File: config.mk
export PLATFORM = sky130hd
export DESIGN_NAME = dcs_ctrl
export DESIGN_NICKNAME = d
export VERILOG_FILES = /design/src/design/dcs_pkg.sv /design/src/design/dcs_ctrl.sv
export SDC_FILE = /design/constraint.sdc
export NUM_CORES = 1
export LEC_CHECK = 0
export BUFFER_PORTS_ARGS = -buffer_cell sky130_fd_sc_hd__buf_4
export CAP_MARGIN = 0
export CORE_AREA = 2 2 39 41
export DETAILED_ROUTE_END_ITERATION = 16
export DIE_AREA = 0 0 41 43
export PLACE_DENSITY = 0.42
export RECOVER_POWER = 50
export SLEW_MARGIN = 20
export SYNTH_ARGS = -nofsm -noshare
export SYNTH_HDL_FRONTEND = slang
export SYNTH_SLANG_ARGS = --single-unit
File: constraint.sdc
create_clock -name clk_i -period 1.8 [get_ports clk_i]
set_clock_uncertainty 0.15 [all_clocks]
set_input_delay 0.18 -clock clk_i [delete_from_list [all_inputs] [get_ports clk_i]]
set_output_delay 0.18 -clock clk_i [all_outputs]
set_load 0.005 [all_outputs]
File: src/design/dcs_pkg.sv
// shared constants, types and helpers for the downmix cosine similarity block
`default_nettype none
package dcs_pkg;

  localparam int unsigned FIELD_BITS = 24;
  localparam int unsigned FIELD_CH   = 4;
  localparam int unsigned CFG_BITS   = 3;
  localparam int unsigned ACC_BITS   = 64;
  localparam int unsigned SCORE_BITS = 18;
  localparam int unsigned Q_BITS     = 17;
  localparam int unsigned BIG_W      = 162;
  localparam int unsigned BM_STEPS   = 8;

  localparam int unsigned DEF_MAX_CHANNELS = 4;
  localparam int unsigned DEF_SAMPLE_BITS  = 24;

  localparam logic CFG_MIC_CHANNELS = 1'b0;
  localparam logic CFG_FAR_CHANNELS = 1'b1;

  typedef struct packed {
    logic load;
    logic mul;
    logic acc;
    logic bm;
    logic srch_a;
    logic srch_b;
    logic finish;
  } cmd_t;

  typedef struct packed {
    logic last;
    logic zero;
    logic bm_done;
    logic srch_last;
    logic out_busy;
  } sts_t;

  // rounded Q1.16 reciprocal of a channel count of 1 to 7
  function automatic logic [Q_BITS-1:0] recip(input logic [CFG_BITS-1:0] n);
    logic [Q_BITS-1:0] r;
    unique case (n)
      3'd1:    r = 17'd65536;
      3'd2:    r = 17'd32768;
      3'd3:    r = 17'd21845;
      3'd4:    r = 17'd16384;
      3'd5:    r = 17'd13107;
      3'd6:    r = 17'd10923;
      3'd7:    r = 17'd9362;
      default: r = 17'd65536;
    endcase
    return r;
  endfunction

endpackage
`default_nettype wire

File: src/design/dcs_ctrl.sv
// sequencing state machine of the downmix cosine similarity block
`default_nettype none
module dcs_ctrl (
  input  wire logic          clk_i,
  input  wire logic          rst_ni,
  input  wire logic          in_valid_i,
  output logic               in_ready_o,
  input  dcs_pkg::sts_t      sts_i,
  output dcs_pkg::cmd_t      cmd_o
);
  import dcs_pkg::*;

  typedef enum logic [2:0] {
    ST_IDLE, ST_MUL, ST_ACC, ST_BM, ST_SA, ST_SB, ST_FIN
  } state_e;

  state_e state_q;

  always_ff @(posedge clk_i or negedge rst_ni) begin
    if (!rst_ni) begin
      state_q <= ST_IDLE;
    end else begin
      unique case (state_q)
        ST_IDLE: if (in_valid_i) state_q <= ST_MUL;
        ST_MUL:  state_q <= ST_ACC;
        ST_ACC: begin
          if (!sts_i.last) state_q <= ST_IDLE;
          else             state_q <= ST_BM;
        end
        // energy check sees the sums after the last frame was added
        ST_BM: begin
          priority if (sts_i.zero) state_q <= ST_FIN;
          else if (sts_i.bm_done)  state_q <= ST_SA;
        end
        ST_SA:   state_q <= ST_SB;
        ST_SB:   state_q <= sts_i.srch_last ? ST_FIN : ST_SA;
        ST_FIN:  if (!sts_i.out_busy) state_q <= ST_IDLE;
        default: state_q <= ST_IDLE;
      endcase
    end
  end

  assign in_ready_o = (state_q == ST_IDLE);

  always_comb begin
    cmd_o        = '0;
    cmd_o.load   = (state_q == ST_IDLE) && in_valid_i;
    cmd_o.mul    = (state_q == ST_MUL);
    cmd_o.acc    = (state_q == ST_ACC);
    cmd_o.bm     = (state_q == ST_BM);
    cmd_o.srch_a = (state_q == ST_SA);
    cmd_o.srch_b = (state_q == ST_SB);
    cmd_o.finish = (state_q == ST_FIN) && !sts_i.out_busy;
  end

endmodule
`default_nettype wire

[Yosys cells after proc, flatten, opt, wreduce, memory -nomap -nowiden]
Index checks and enable logic that the tools add are counted.
Storage, ports and cells
  register bits: 3
  input bits: 8
  output and inout port bits: 8
Cells by class
  equality and inequality tests: 9
  mux-type cells: 7
  reduce and logical (&&, ||, !) cells: 5
Operator list (number)
  $pmux W3 S7: 1
  $mux W3: 4
  $eq A3 B3 Y1 const B: 3
  $eq A3 B2 Y1 const B: 2
  $mux W2: 2
  $ne A2 B2 Y1 const B: 2
  $eq A3 B1 Y1 const B: 1
  $logic_not A3 Y1: 1
  $ne A3 B3 Y1 const B: 1
  $reduce_and A3 Y1: 1
  $logic_and A1 B1 Y1: 2
  $logic_not A1 Y1: 1

[Depth between registers and ports, before layout]
Gate-level depths: netlist of the first run.
  word-level depth: 3
  mapped depth: 4
  depth with buffers taken out: 3

[Worst setup path before layout of the first run]
Ideal clock, no wire load.
  path type: flip-flop to output port
  start point: register state_q[1]
  end point: output port cmd_o[6] in the netlist's numbering
  data arrival time: 885 ps
  required time: 1470 ps
  path slack: 585 ps
  cell stages (with the launch flop): 4
  path buffers: 1
  path through: dfrtp_1 buf_6 nor3_1 and2_1
RTL lines
  start, declared: line dcs_ctrl.sv:17  | state_e state_q;
  start signal, assigned: line dcs_ctrl.sv:36  | ST_SB: state_q <= sts_i.srch_last ? ST_FIN : ST_SA;
  end, declared: line dcs_ctrl.sv:9  | output dcs_pkg::cmd_t cmd_o

==> metrics.txt, run 1 <==
# TYPE chip_impl_metric gauge
chip_impl_metric{name="critical_path_arrival",unit="ps"} 1230
chip_impl_metric{name="area_growth",unit="%"} 53.4
chip_impl_metric{name="floorplan.initialDensity",unit="%"} 18.6
chip_impl_metric{name="layout-drive-gt1-share",unit="%"} 44.7
chip_impl_metric{name="post_synthesis_sequential_area_ratio",unit="%"} 29.1
chip_impl_metric{name="synthDominantCellAreaShare",unit="%"} 29.1
chip_impl_metric{name="number_of_cells_after_detailed_placement",unit=""} 58
chip_impl_metric{name="finish.net_count",unit=""} 56
chip_impl_metric{name="firstDrtPassIters",unit=""} 2
chip_impl_metric{name="die_y",unit="um"} 43
chip_impl_metric{name="syn_area_per_cell",unit="sq um"} 8.89
chip_impl_metric{name="grt_first_pass_wirelength",unit="mm"} 1.07
chip_impl_info{name="biggestRegsByFlops",value="state_q: 3 flops"} 1
chip_impl_metric{name="grt_start_max_net_pins",unit=""} 12
chip_impl_metric{name="detail_route.vias_per_cell",unit=""} 4.29
chip_impl_info{name="criticalPathCategory",value="register to primary output"} 1
chip_impl_metric{name="num_rows",unit=""} 14
chip_impl_metric{name="worst-endpoint-required",unit="ps"} 1470
chip_impl_info{name="r2r_end",value="state_q[2]"} 1
chip_impl_metric{name="first_iter_violations",unit=""} 5
chip_impl_metric{name="synth-seq-cells",unit=""} 3
chip_impl_metric{name="fin_cells",unit=""} 63
chip_impl_metric{name="gp_congestion",unit=""} 0.728
chip_impl_metric{name="grt_pass1_vias",unit=""} 251
chip_impl_metric{name="detail_route.wirelength",unit="um"} 654
chip_impl_metric{name="floorplan.io_pins",unit=""} 16
chip_impl_metric{name="synthesized_instance_count",unit=""} 29
chip_impl_metric{name="antenna_left",unit=""} 0
chip_impl_metric{name="max_freq",unit="MHz"} 641
chip_impl_metric{name="avgRoutedWirePerCell",unit="um"} 10.4
chip_impl_metric{name="static-leakage-power",unit="nW"} 0.186
chip_impl_metric{name="numClockSinks",unit=""} 3
chip_impl_info{name="yosys_top_cell_by_area",value="dfrtp_1"} 1
chip_impl_info{name="timing.critical_path.to_type",value="primary output"} 1
chip_impl_metric{name="core_area",unit="sq um"} 1380
chip_impl_metric{name="post-dp-hpwl",unit="um"} 529
chip_impl_metric{name="syn_area",unit="sq um"} 258
chip_impl_metric{name="finalSetupViolations",unit=""} 0
chip_impl_metric{name="io_buffers",unit=""} 15
chip_impl_metric{name="timing_max_transition_violations_final",unit=""} 0
chip_impl_metric{name="drt_drc_violations_left",unit=""} 0
chip_impl_metric{name="synth_cell_type_count",unit=""} 20
chip_impl_info{name="timing.hold.worst.start",value="sts_i[4]"} 1
chip_impl_metric{name="die-width",unit="um"} 41
chip_impl_metric{name="timing_hold_violations_final",unit=""} 0
chip_impl_info{name="register_containing_the_most_flip_flops_in_the_final_layout",value="state_q"} 1
chip_impl_metric{name="yosys_warnings",unit=""} 0
chip_impl_metric{name="clock_tree.buffer_depth",unit=""} 2
chip_impl_info{name="yosys-top-cells-area",value="dfrtp_1 (29%), nor3b_1 (12%), buf_6 (8.7%)"} 1
chip_impl_info{name="r2r-start",value="state_q[2]"} 1
chip_impl_metric{name="max-slew-margin-rel",unit="%"} 79.4
chip_impl_info{name="cts_root_buffer",value="clkbuf_4"} 1
chip_impl_metric{name="grt_overflow",unit=""} 0
chip_impl_metric{name="final.setup.worst_slack",unit="ps"} 240
chip_impl_metric{name="max_cap_violations",unit=""} 0
chip_impl_metric{name="final_period_minus_worst_setup_slack",unit="ps"} 1560
chip_impl_metric{name="insertedDiodeCount",unit=""} 0
chip_impl_metric{name="grt.total_usage",unit="%"} 9.36
chip_impl_info{name="rsz_0062_raised_after_global_routing",value="false"} 1
chip_impl_metric{name="path_max_fanout",unit=""} 11
chip_impl_metric{name="timing.reg2reg.worst_path_depth",unit=""} 3
chip_impl_metric{name="post_cts_resized",unit=""} 0
chip_impl_info{name="holdCritPathClass",value="input pin to register"} 1
chip_impl_metric{name="floorplan.die_area",unit="sq um"} 1760
chip_impl_metric{name="dp_slack",unit="ps"} 484
chip_impl_metric{name="timing.setup.tns",unit="ps"} 0
chip_impl_info{name="startpoint",value="state_q[2]"} 1
chip_impl_info{name="worstSetupStartpointType",value="register"} 1
chip_impl_metric{name="h-tree-depth",unit=""} 1
chip_impl_metric{name="grt_antenna_before_repair",unit=""} 0
chip_impl_metric{name="final_min_period_over_clock_period",unit="%"} 86.7
chip_impl_metric{name="path_clk_slew",unit="ps"} 40
chip_impl_metric{name="ir_drop",unit="mV"} 0.379
chip_impl_metric{name="mappedNetlistNets",unit=""} 37
chip_impl_info{name="tritoncts",value="yes"} 1
chip_impl_metric{name="largest_register_ffs",unit=""} 3
chip_impl_metric{name="routed-via-count",unit=""} 270
chip_impl_metric{name="filler_cell_count",unit=""} 158
chip_impl_info{name="run_status",value="complete, no violations"} 1
chip_impl_metric{name="timing_worst_slew_pin_value",unit="ps"} 310
chip_impl_metric{name="power_per_cell_area",unit="nW/um^2"} 1440
chip_impl_metric{name="finish.utilization",unit="%"} 28.6
chip_impl_info{name="critical_path.endpoint",value="cmd_o[3]"} 1
chip_impl_metric{name="cts_buffers",unit=""} 3
chip_impl_metric{name="reg2reg_slack",unit="ps"} 560
chip_impl_metric{name="skew_pair_late_insertion_delay",unit="ps"} 230
-- repair_timing --
item | CTS | global route
endpoints found under the hold margin | 3 | 0
hold buffers | 1 | 0
setup buffers | 0 | 0
endpoints found under the setup margin | 0 | 0
-- layout by cell type, fill, tap and decap left out --
master          n
nand2_1         1
inv_2           1
inv_1           1
dlygate4sd3_1   1
nand2b_1        1
nor3b_1         4
o22a_1          1
a22o_1          1
mux2i_1         1
or2_2           1
nor2b_1         1
o32ai_1         1
nor2b_2         1
dfrtp_1         3
buf_4          14
nor3_1          2
nor2_1          3
clkbuf_4        3
o21ai_0         1
a21oi_1         1
o22ai_2         1
and2_1          1
clkbuf_1        2
-- layer usage --
metal	part of all wire, %	GRT usage [%]
met1	42	11.7
met5	0	0
met3	5.5	3.66
met4	0	8.00
met2	52	11.9
-- through the flow --
| stage | area, sq um | power (mW) | hold WS (ps) |
|---|---|---|---|
| after floorplan | 258 | 0.360 | -266 |
| after global routing | 395 | 0.622 | 122 |
| after global placement | 368 | 0.462 | -180 |
| after detailed placement | 368 | 0.464 | -178 |
| final | 395 | 0.571 | 115 |
| after CTS | 404 | 0.589 | 112 |
-- kinds of logic (layout without fill, tap and decap cells) --
| group | after synthesis | after routing | synth area share [%] |
|---|---|---|---|
| DFF | 3 | 3 | 29.1 |
| buffers and inverters | 4 | 22 | 11.6 |
| and+or+nand+nor | 15 | 15 | 36.4 |
| muxes | 1 | 1 | 3.88 |
| AOI/OAI and AO/OA | 6 | 6 | 18.9 |
-- worst min path at each step --
stage	to	slack, ps	depth (start not counted)
4_1_cts	state_q[0]	110	2
3_3_place_gp	state_q[0]	-180	1
3_5_place_dp	state_q[0]	-180	1
6_report	state_q[1]	110	3
5_1_grt	state_q[2]	120	3
2_1_floorplan	state_q[0]	-270	0
-- cells in the mapped netlist --
library cell / number
and2_1: 1
dfrtp_1: 3
mux2i_1: 1
inv_1: 1
nor3_1: 2
a21oi_1: 1
o32ai_1: 1
buf_6: 2
a22o_1: 1
inv_2: 1
o21ai_0: 1
o22a_1: 1
nand2_1: 1
nor2b_4: 1
nor2_1: 3
or2_2: 1
nand2b_1: 1
nor2b_1: 1
o22ai_2: 1
nor3b_1: 4
-- area by class of cell --
type | count | area (sq um) | share of cell area, %
repair buffers | 16 | 119 | 30.1
multi-input cells | 22 | 148 | 37.3
flip-flops and latches | 3 | 75.1 | 19.0
inverters | 2 | 7.51 | 1.90
well taps | 16 | 20.0 | 5.06
clock buffers | 4 | 26.3 | 6.65
-- critical path, cell delays in order, from the launching register on --
cell and delay, ps:
dfrtp_1 480, nand2b_1 230, nor2_1 160, buf_4 140
-- power by group --
part           switching, mW  internal, mW
combinational          0.113         0.172
sequential            0.0694        0.0982
clock                 0.0354        0.0831
No activity file was read; power rests on OpenSTA's default activity.
==> run 2, diff against run 1 <==
Settings changed: REMOVE_ABC_BUFFERS from default to 1.
==> run 2 against run 1 <==
Effect of this change: maximum frequency is 0.85% lower; combinational power hardly changed; clock power is essentially flat; global-route usage decreased by 1.1 points; wire length rose by 4.0%; highest routed layer is now met4; setup slack got worse by 13 ps; largest power group unchanged; sequential power about the same; critical path depth grew 1; final cell count unchanged; die area is the same; sequential share of layout area is 0.12 points higher.
==> metrics.txt, run 2 (synthesis results as in run 1) <==
# TYPE chip_impl_metric gauge
chip_impl_metric{name="cts_buffers",unit=""} 3
chip_impl_info{name="timing.hold.worst.start",value="sts_i[2]"} 1
chip_impl_info{name="critical_path.cell_chain",value="inv_2 > nand2_1 > nor3b_1 > buf_4"} 1
chip_impl_metric{name="gp_congestion",unit=""} 0.740
chip_impl_metric{name="floorplan.die_area",unit="sq um"} 1760
chip_impl_info{name="critical_path.top_delay_family",value="flip-flops"} 1
chip_impl_metric{name="grt_antenna_before_repair",unit=""} 0
chip_impl_metric{name="grt_first_pass_wirelength",unit="um"} 959
chip_impl_metric{name="timing.setup.tns",unit="ps"} 0
chip_impl_metric{name="max_cap_violations",unit=""} 0
chip_impl_metric{name="ir_drop",unit="mV"} 0.314
chip_impl_metric{name="floorplan.io_pins",unit=""} 16
chip_impl_metric{name="skew_pair_late_insertion_delay",unit="ps"} 230
chip_impl_info{name="run_status",value="complete, no violations"} 1
chip_impl_info{name="worstSetupStartpointType",value="register"} 1
chip_impl_metric{name="grt_overflow",unit=""} 0
chip_impl_metric{name="core_area",unit="sq um"} 1380
chip_impl_metric{name="numClockSinks",unit=""} 3
chip_impl_metric{name="path_clk_slew",unit="ps"} 40
chip_impl_metric{name="insertedDiodeCount",unit=""} 0
chip_impl_metric{name="detail_route.wirelength",unit="um"} 680
chip_impl_info{name="layout.cells.most_common",value="buf_4"} 1
chip_impl_metric{name="dp_slack",unit="ps"} 474
chip_impl_metric{name="antenna_left",unit=""} 0
chip_impl_metric{name="worstHoldPathCells",unit=""} 3
chip_impl_metric{name="grt.total_usage",unit="%"} 8.26
chip_impl_metric{name="multi_input_comb_area",unit="sq um"} 145
chip_impl_metric{name="critical_path.max_stage_delay",unit="ps"} 450
chip_impl_metric{name="area_growth",unit="%"} 52.4
chip_impl_metric{name="finalSetupViolations",unit=""} 0
chip_impl_metric{name="firstDrtPassIters",unit=""} 4
chip_impl_metric{name="die-width",unit="um"} 41
chip_impl_metric{name="post-dp-hpwl",unit="um"} 535
chip_impl_metric{name="num_rows",unit=""} 14
chip_impl_info{name="r2r_end",value="state_q[2]"} 1
chip_impl_metric{name="floorplan.initialDensity",unit="%"} 18.6
chip_impl_metric{name="final_min_period_over_clock_period",unit="%"} 87.4
chip_impl_metric{name="largest_register_ffs",unit=""} 3
chip_impl_info{name="holdCritPathClass",value="input pin to register"} 1
chip_impl_info{name="layout_common_cells",value="buf_4 (14), nor3b_1 (4), nor2_1 (3), clkbuf_4 (3), dfrtp_1 (3)"} 1
chip_impl_metric{name="timing_worst_slew_pin_value",unit="ps"} 317
chip_impl_metric{name="timing_hold_violations_final",unit=""} 0
chip_impl_metric{name="reg2reg_slack",unit="ps"} 560
chip_impl_metric{name="max_freq",unit="MHz"} 635
chip_impl_info{name="biggestRegsByFlops",value="state_q: 3 flops"} 1
chip_impl_metric{name="final.setup.worst_slack",unit="ps"} 226
chip_impl_info{name="hold-path-endpoint",value="state_q[2]"} 1
chip_impl_metric{name="io_buffers",unit=""} 15
chip_impl_metric{name="timing.reg2reg.worst_path_depth",unit=""} 3
chip_impl_metric{name="seq_area",unit="sq um"} 75.1
chip_impl_info{name="critical-path-slowest-cell",value="dfrtp_1"} 1
chip_impl_metric{name="worst-endpoint-required",unit="ps"} 1470
chip_impl_metric{name="clock_tree.buffer_depth",unit=""} 2
chip_impl_info{name="cts_root_buffer",value="clkbuf_4"} 1
chip_impl_metric{name="drt_drc_violations_left",unit=""} 0
chip_impl_info{name="criticalPathCategory",value="register to primary output"} 1
chip_impl_metric{name="design_area",unit="sq um"} 393
chip_impl_metric{name="final_period_minus_worst_setup_slack",unit="ps"} 1570
chip_impl_metric{name="grt_start_max_net_pins",unit=""} 12
chip_impl_metric{name="routed-via-count",unit=""} 264
chip_impl_metric{name="die_y",unit="um"} 43
chip_impl_info{name="tritoncts",value="yes"} 1
chip_impl_info{name="r2r-start",value="state_q[2]"} 1
chip_impl_metric{name="placedInstanceArea",unit="sq um"} 368
chip_impl_info{name="rsz_0062_raised_after_global_routing",value="false"} 1
chip_impl_metric{name="detail_route.vias_per_cell",unit=""} 4.19
chip_impl_info{name="register_containing_the_most_flip_flops_in_the_final_layout",value="state_q"} 1
chip_impl_metric{name="critical_path_arrival",unit="ps"} 1240
chip_impl_metric{name="worst-path-buf-inv",unit=""} 2
chip_impl_metric{name="filler_cell_count",unit=""} 167
chip_impl_metric{name="timing_max_transition_violations_final",unit=""} 0
chip_impl_metric{name="avgRoutedWirePerCell",unit="um"} 10.8
chip_impl_metric{name="path_max_fanout",unit=""} 7
chip_impl_metric{name="static-leakage-power",unit="nW"} 0.185
chip_impl_metric{name="grt_pass1_vias",unit=""} 253
chip_impl_metric{name="power_per_cell_area",unit="nW/um^2"} 1450
chip_impl_metric{name="first_iter_violations",unit=""} 6
chip_impl_metric{name="h-tree-depth",unit=""} 1
chip_impl_metric{name="layout-drive-gt1-share",unit="%"} 42.6
chip_impl_metric{name="finish.net_count",unit=""} 56
chip_impl_metric{name="finish.utilization",unit="%"} 28.4
chip_impl_metric{name="max-slew-margin-rel",unit="%"} 78.9
chip_impl_info{name="timing.critical_path.to_type",value="primary output"} 1
[run 2: through the flow]
step           power, mW  hold WS (ps)  std cells
2_1_floorplan      0.316          -266         27
3_3_place_gp       0.461          -180         58
3_5_place_dp       0.467          -179         58
4_1_cts            0.588           114         63
5_1_grt            0.619           124         63
6_report           0.571           117         63
[run 2: power by group]
group	internal, mW	total [mW]	switching [mW]
sequential	0.0982	0.168	0.0699
clock	0.0830	0.117	0.0344
combinational	0.171	0.285	0.115
total	0.352	0.571	0.219
[run 2: timing repair]
item	CTS	global route
hold buffers	1	0
endpoints found under the hold margin	3	0
resized for setup	0	0
buffers inserted	0	0
[run 2: worst register-to-register path, stage by stage, from the launching register on]
cell	delay, ps
dfrtp_1	520
nand2b_1	200
nor2_1	70
a22o_1	190
[run 2: worst max path at each step]
stage | cells after the start | slack (ps) | endpoint | start
after floorplan | 2 | 620 | cmd_o[6] | state_q[1]
after global placement | 4 | 470 | cmd_o[0] | state_q[0]
after detailed placement | 4 | 470 | cmd_o[0] | state_q[0]
after CTS | 4 | 210 | cmd_o[0] | state_q[0]
after global routing | 4 | 120 | cmd_o[0] | state_q[0]
final | 4 | 230 | cmd_o[0] | state_q[0]
[run 2: area by class of cell]
class | count | area share (%)
Clock buffer | 4 | 6.69
Inverter | 2 | 1.91
Multi-Input combinational cell | 22 | 36.9
Sequential cell | 3 | 19.1
Tap cell | 16 | 5.10
Timing Repair Buffer | 16 | 30.3
[run 2: routing by layer]
metal / vias up / global-route usage (%) / part of all wire (%)
met5: - / 0 / 0
met1: 111 / 10.1 / 47
met2: 15 / 12.2 / 42
li1: 136 / - / -
met4: 0 / 6.00 / 2.5
met3: 2 / 1.57 / 8.5
==> run 3, diff against run 2 <==
Settings changed: CELL_PAD_IN_SITES_DETAIL_PLACEMENT from default to 1, CELL_PAD_IN_SITES_GLOBAL_PLACEMENT from default to 1, GPL_ROUTABILITY_DRIVEN from default to 0, PLACE_DENSITY 0.42 to default, PLACE_DENSITY_LB_ADDON from default to 0.1.
==> run 3 against run 2 <==
Effect of this change: setup slack lost 10 ps; clock-buffer cell count is the same; die area is the same; final cell count is the same; combinational power is essentially flat; utilization is the same; largest cell class unchanged; largest power group unchanged; via count grew 4.2%; hold slack lost 21 ps; power grew 1.2%; register-to-register slack is essentially flat; sequential share of layout area is the same.
==> metrics.txt, run 3 (synthesis results as in run 1) <==
# TYPE chip_impl_metric gauge
chip_impl_info{name="run_status",value="complete, no violations"} 1
chip_impl_metric{name="static-leakage-power",unit="nW"} 0.185
chip_impl_metric{name="io_buffers",unit=""} 15
chip_impl_metric{name="ir_drop",unit="mV"} 0.272
chip_impl_metric{name="power_per_cell_area",unit="nW/um^2"} 1470
chip_impl_info{name="tritoncts",value="yes"} 1
chip_impl_info{name="layout.cells.most_common",value="buf_4"} 1
chip_impl_metric{name="critical_path.max_stage_delay",unit="ps"} 450
chip_impl_metric{name="first_iter_violations",unit=""} 2
chip_impl_metric{name="max_cap_violations",unit=""} 0
chip_impl_metric{name="grt_start_max_net_pins",unit=""} 12
chip_impl_metric{name="grt_overflow",unit=""} 0
chip_impl_metric{name="path_clk_slew",unit="ps"} 40
chip_impl_metric{name="floorplan.io_pins",unit=""} 16
chip_impl_metric{name="final_period_minus_worst_setup_slack",unit="ps"} 1580
chip_impl_metric{name="finalSetupViolations",unit=""} 0
chip_impl_metric{name="timing_max_transition_violations_final",unit=""} 0
chip_impl_metric{name="largest_register_ffs",unit=""} 3
chip_impl_metric{name="antenna_left",unit=""} 0
chip_impl_info{name="cts_root_buffer",value="clkbuf_4"} 1
chip_impl_metric{name="finish.net_count",unit=""} 56
chip_impl_metric{name="die_y",unit="um"} 43
chip_impl_metric{name="detail_route.wirelength",unit="um"} 732
chip_impl_metric{name="clock_tree.buffer_depth",unit=""} 2
chip_impl_info{name="critical_path.cell_chain",value="inv_2 > nand2_1 > nor3b_1 > buf_4"} 1
chip_impl_metric{name="timing_worst_slew_pin_value",unit="ps"} 319
chip_impl_metric{name="grt_pass1_vias",unit=""} 284
chip_impl_metric{name="detail_route.vias_per_cell",unit=""} 4.37
chip_impl_metric{name="path_max_fanout",unit=""} 7
chip_impl_metric{name="filler_cell_count",unit=""} 181
chip_impl_info{name="worstSetupStartpointType",value="register"} 1
chip_impl_metric{name="h-tree-depth",unit=""} 1
chip_impl_metric{name="grt_antenna_before_repair",unit=""} 0
chip_impl_info{name="layout_common_cells",value="buf_4 (14), nor3b_1 (4), nor2_1 (3), clkbuf_4 (3), dfrtp_1 (3)"} 1
chip_impl_metric{name="max-slew-margin-rel",unit="%"} 78.7
chip_impl_metric{name="insertedDiodeCount",unit=""} 0
chip_impl_metric{name="num_rows",unit=""} 14
chip_impl_metric{name="floorplan.die_area",unit="sq um"} 1760
chip_impl_metric{name="worst-endpoint-required",unit="ps"} 1470
chip_impl_metric{name="cts_buffers",unit=""} 3
chip_impl_metric{name="die-width",unit="um"} 41
chip_impl_metric{name="routed-via-count",unit=""} 275
chip_impl_info{name="rsz_0062_raised_after_global_routing",value="false"} 1
chip_impl_metric{name="dp_slack",unit="ps"} 453
chip_impl_info{name="timing.critical_path.to_type",value="primary output"} 1
chip_impl_metric{name="avgRoutedWirePerCell",unit="um"} 11.6
chip_impl_metric{name="postCtsSetupRepairBufs",unit=""} 0
chip_impl_metric{name="timing_hold_violations_final",unit=""} 0
chip_impl_metric{name="skew_pair_late_insertion_delay",unit="ps"} 230
chip_impl_metric{name="timing.setup.tns",unit="ps"} 0
chip_impl_info{name="biggestRegsByFlops",value="state_q: 3 flops"} 1
chip_impl_metric{name="numClockSinks",unit=""} 3
chip_impl_info{name="critical-path-slowest-cell",value="dfrtp_1"} 1
chip_impl_metric{name="area_growth",unit="%"} 52.4
chip_impl_info{name="holdCritPathClass",value="input pin to register"} 1
chip_impl_info{name="criticalPathCategory",value="register to primary output"} 1
chip_impl_metric{name="core_area",unit="sq um"} 1380
chip_impl_metric{name="grt_first_pass_wirelength",unit="mm"} 1.24
chip_impl_metric{name="floorplan.initialDensity",unit="%"} 18.6
chip_impl_metric{name="layout-drive-gt1-share",unit="%"} 42.6
chip_impl_metric{name="final_min_period_over_clock_period",unit="%"} 88.0
chip_impl_metric{name="final.setup.worst_slack",unit="ps"} 216
chip_impl_metric{name="grt.total_usage",unit="%"} 10.8
chip_impl_info{name="register_containing_the_most_flip_flops_in_the_final_layout",value="state_q"} 1
chip_impl_metric{name="final.hold.worst_slack",unit="ps"} 96.3
chip_impl_metric{name="max_freq",unit="MHz"} 631
chip_impl_metric{name="firstDrtPassIters",unit=""} 2
chip_impl_metric{name="drt_drc_violations_left",unit=""} 0
chip_impl_metric{name="critical_path_arrival",unit="ps"} 1250
-- run 3: routing by layer --
metal / vias to the layer above / track usage (%) / share of wire [%]
li1: 137 / - / -
met1: 125 / 12.9 / 42
met2: 13 / 15.0 / 50
met3: 0 / 3.66 / 8.5
met4: 0 / 8.00 / 0
met5: - / 0 / 0
-- run 3: worst paths after layout --
| check | startpoint | endpoint | slack, ps | depth (start not counted) |
|---|---|---|---|---|
| max | state_q[0] | cmd_o[0] | 220 | 4 |
| min | sts_i[4] | state_q[0] | 100 | 3 |
| max reg2reg | state_q[2] | state_q[2] | 560 | 3 |
| min reg2reg | state_q[0] | state_q[0] | 480 | 1 |
| max in group asynchronous | rst_ni | state_q[2] | 1210 | 2 |
| min in group asynchronous | rst_ni | state_q[1] | 130 | 2 |
-- run 3: timing repair --
| action | CTS | global route |
|---|---|---|
| endpoints found under the hold margin | 3 | 0 |
| resized for setup | 0 | 0 |
| hold buffers | 1 | 0 |
| endpoints found under the setup margin | 0 | 0 |
-- run 3: report_power, final --
group,internal [mW],total (mW),switching [mW]
logic,0.170,0.286,0.115
registers,0.0981,0.171,0.0734
clock network,0.0832,0.120,0.0370
total,0.352,0.577,0.226
-- run 3: final cells by class --
type | count | area [sq um] | area share, %
Tap cell | 16 | 20.0 | 5.10
Sequential cell | 3 | 75.1 | 19.1
Multi-Input combinational cell | 22 | 145 | 36.9
Clock buffer | 4 | 26.3 | 6.69
Timing Repair Buffer | 16 | 119 | 30.3
Inverter | 2 | 7.51 | 1.91
-- run 3: critical path: cells and delay by family (launching register included) --
kind	cells	cell delay [ps]
DFF	1	450
buffers and inverters	2	290
and+or+nand+nor	2	290
-- run 3: stage by stage --
stage / util [%] / instances / total power, mW / instance area, sq um
floorplan: - / 27 / 0.316 / 235
global placement: 26.6 / 58 / 0.463 / 368
detailed placement: 26.6 / 58 / 0.471 / 368
CTS: 29.2 / 63 / 0.596 / 404
global route: 28.4 / 63 / 0.642 / 393
finish: 28.4 / 63 / 0.577 / 393
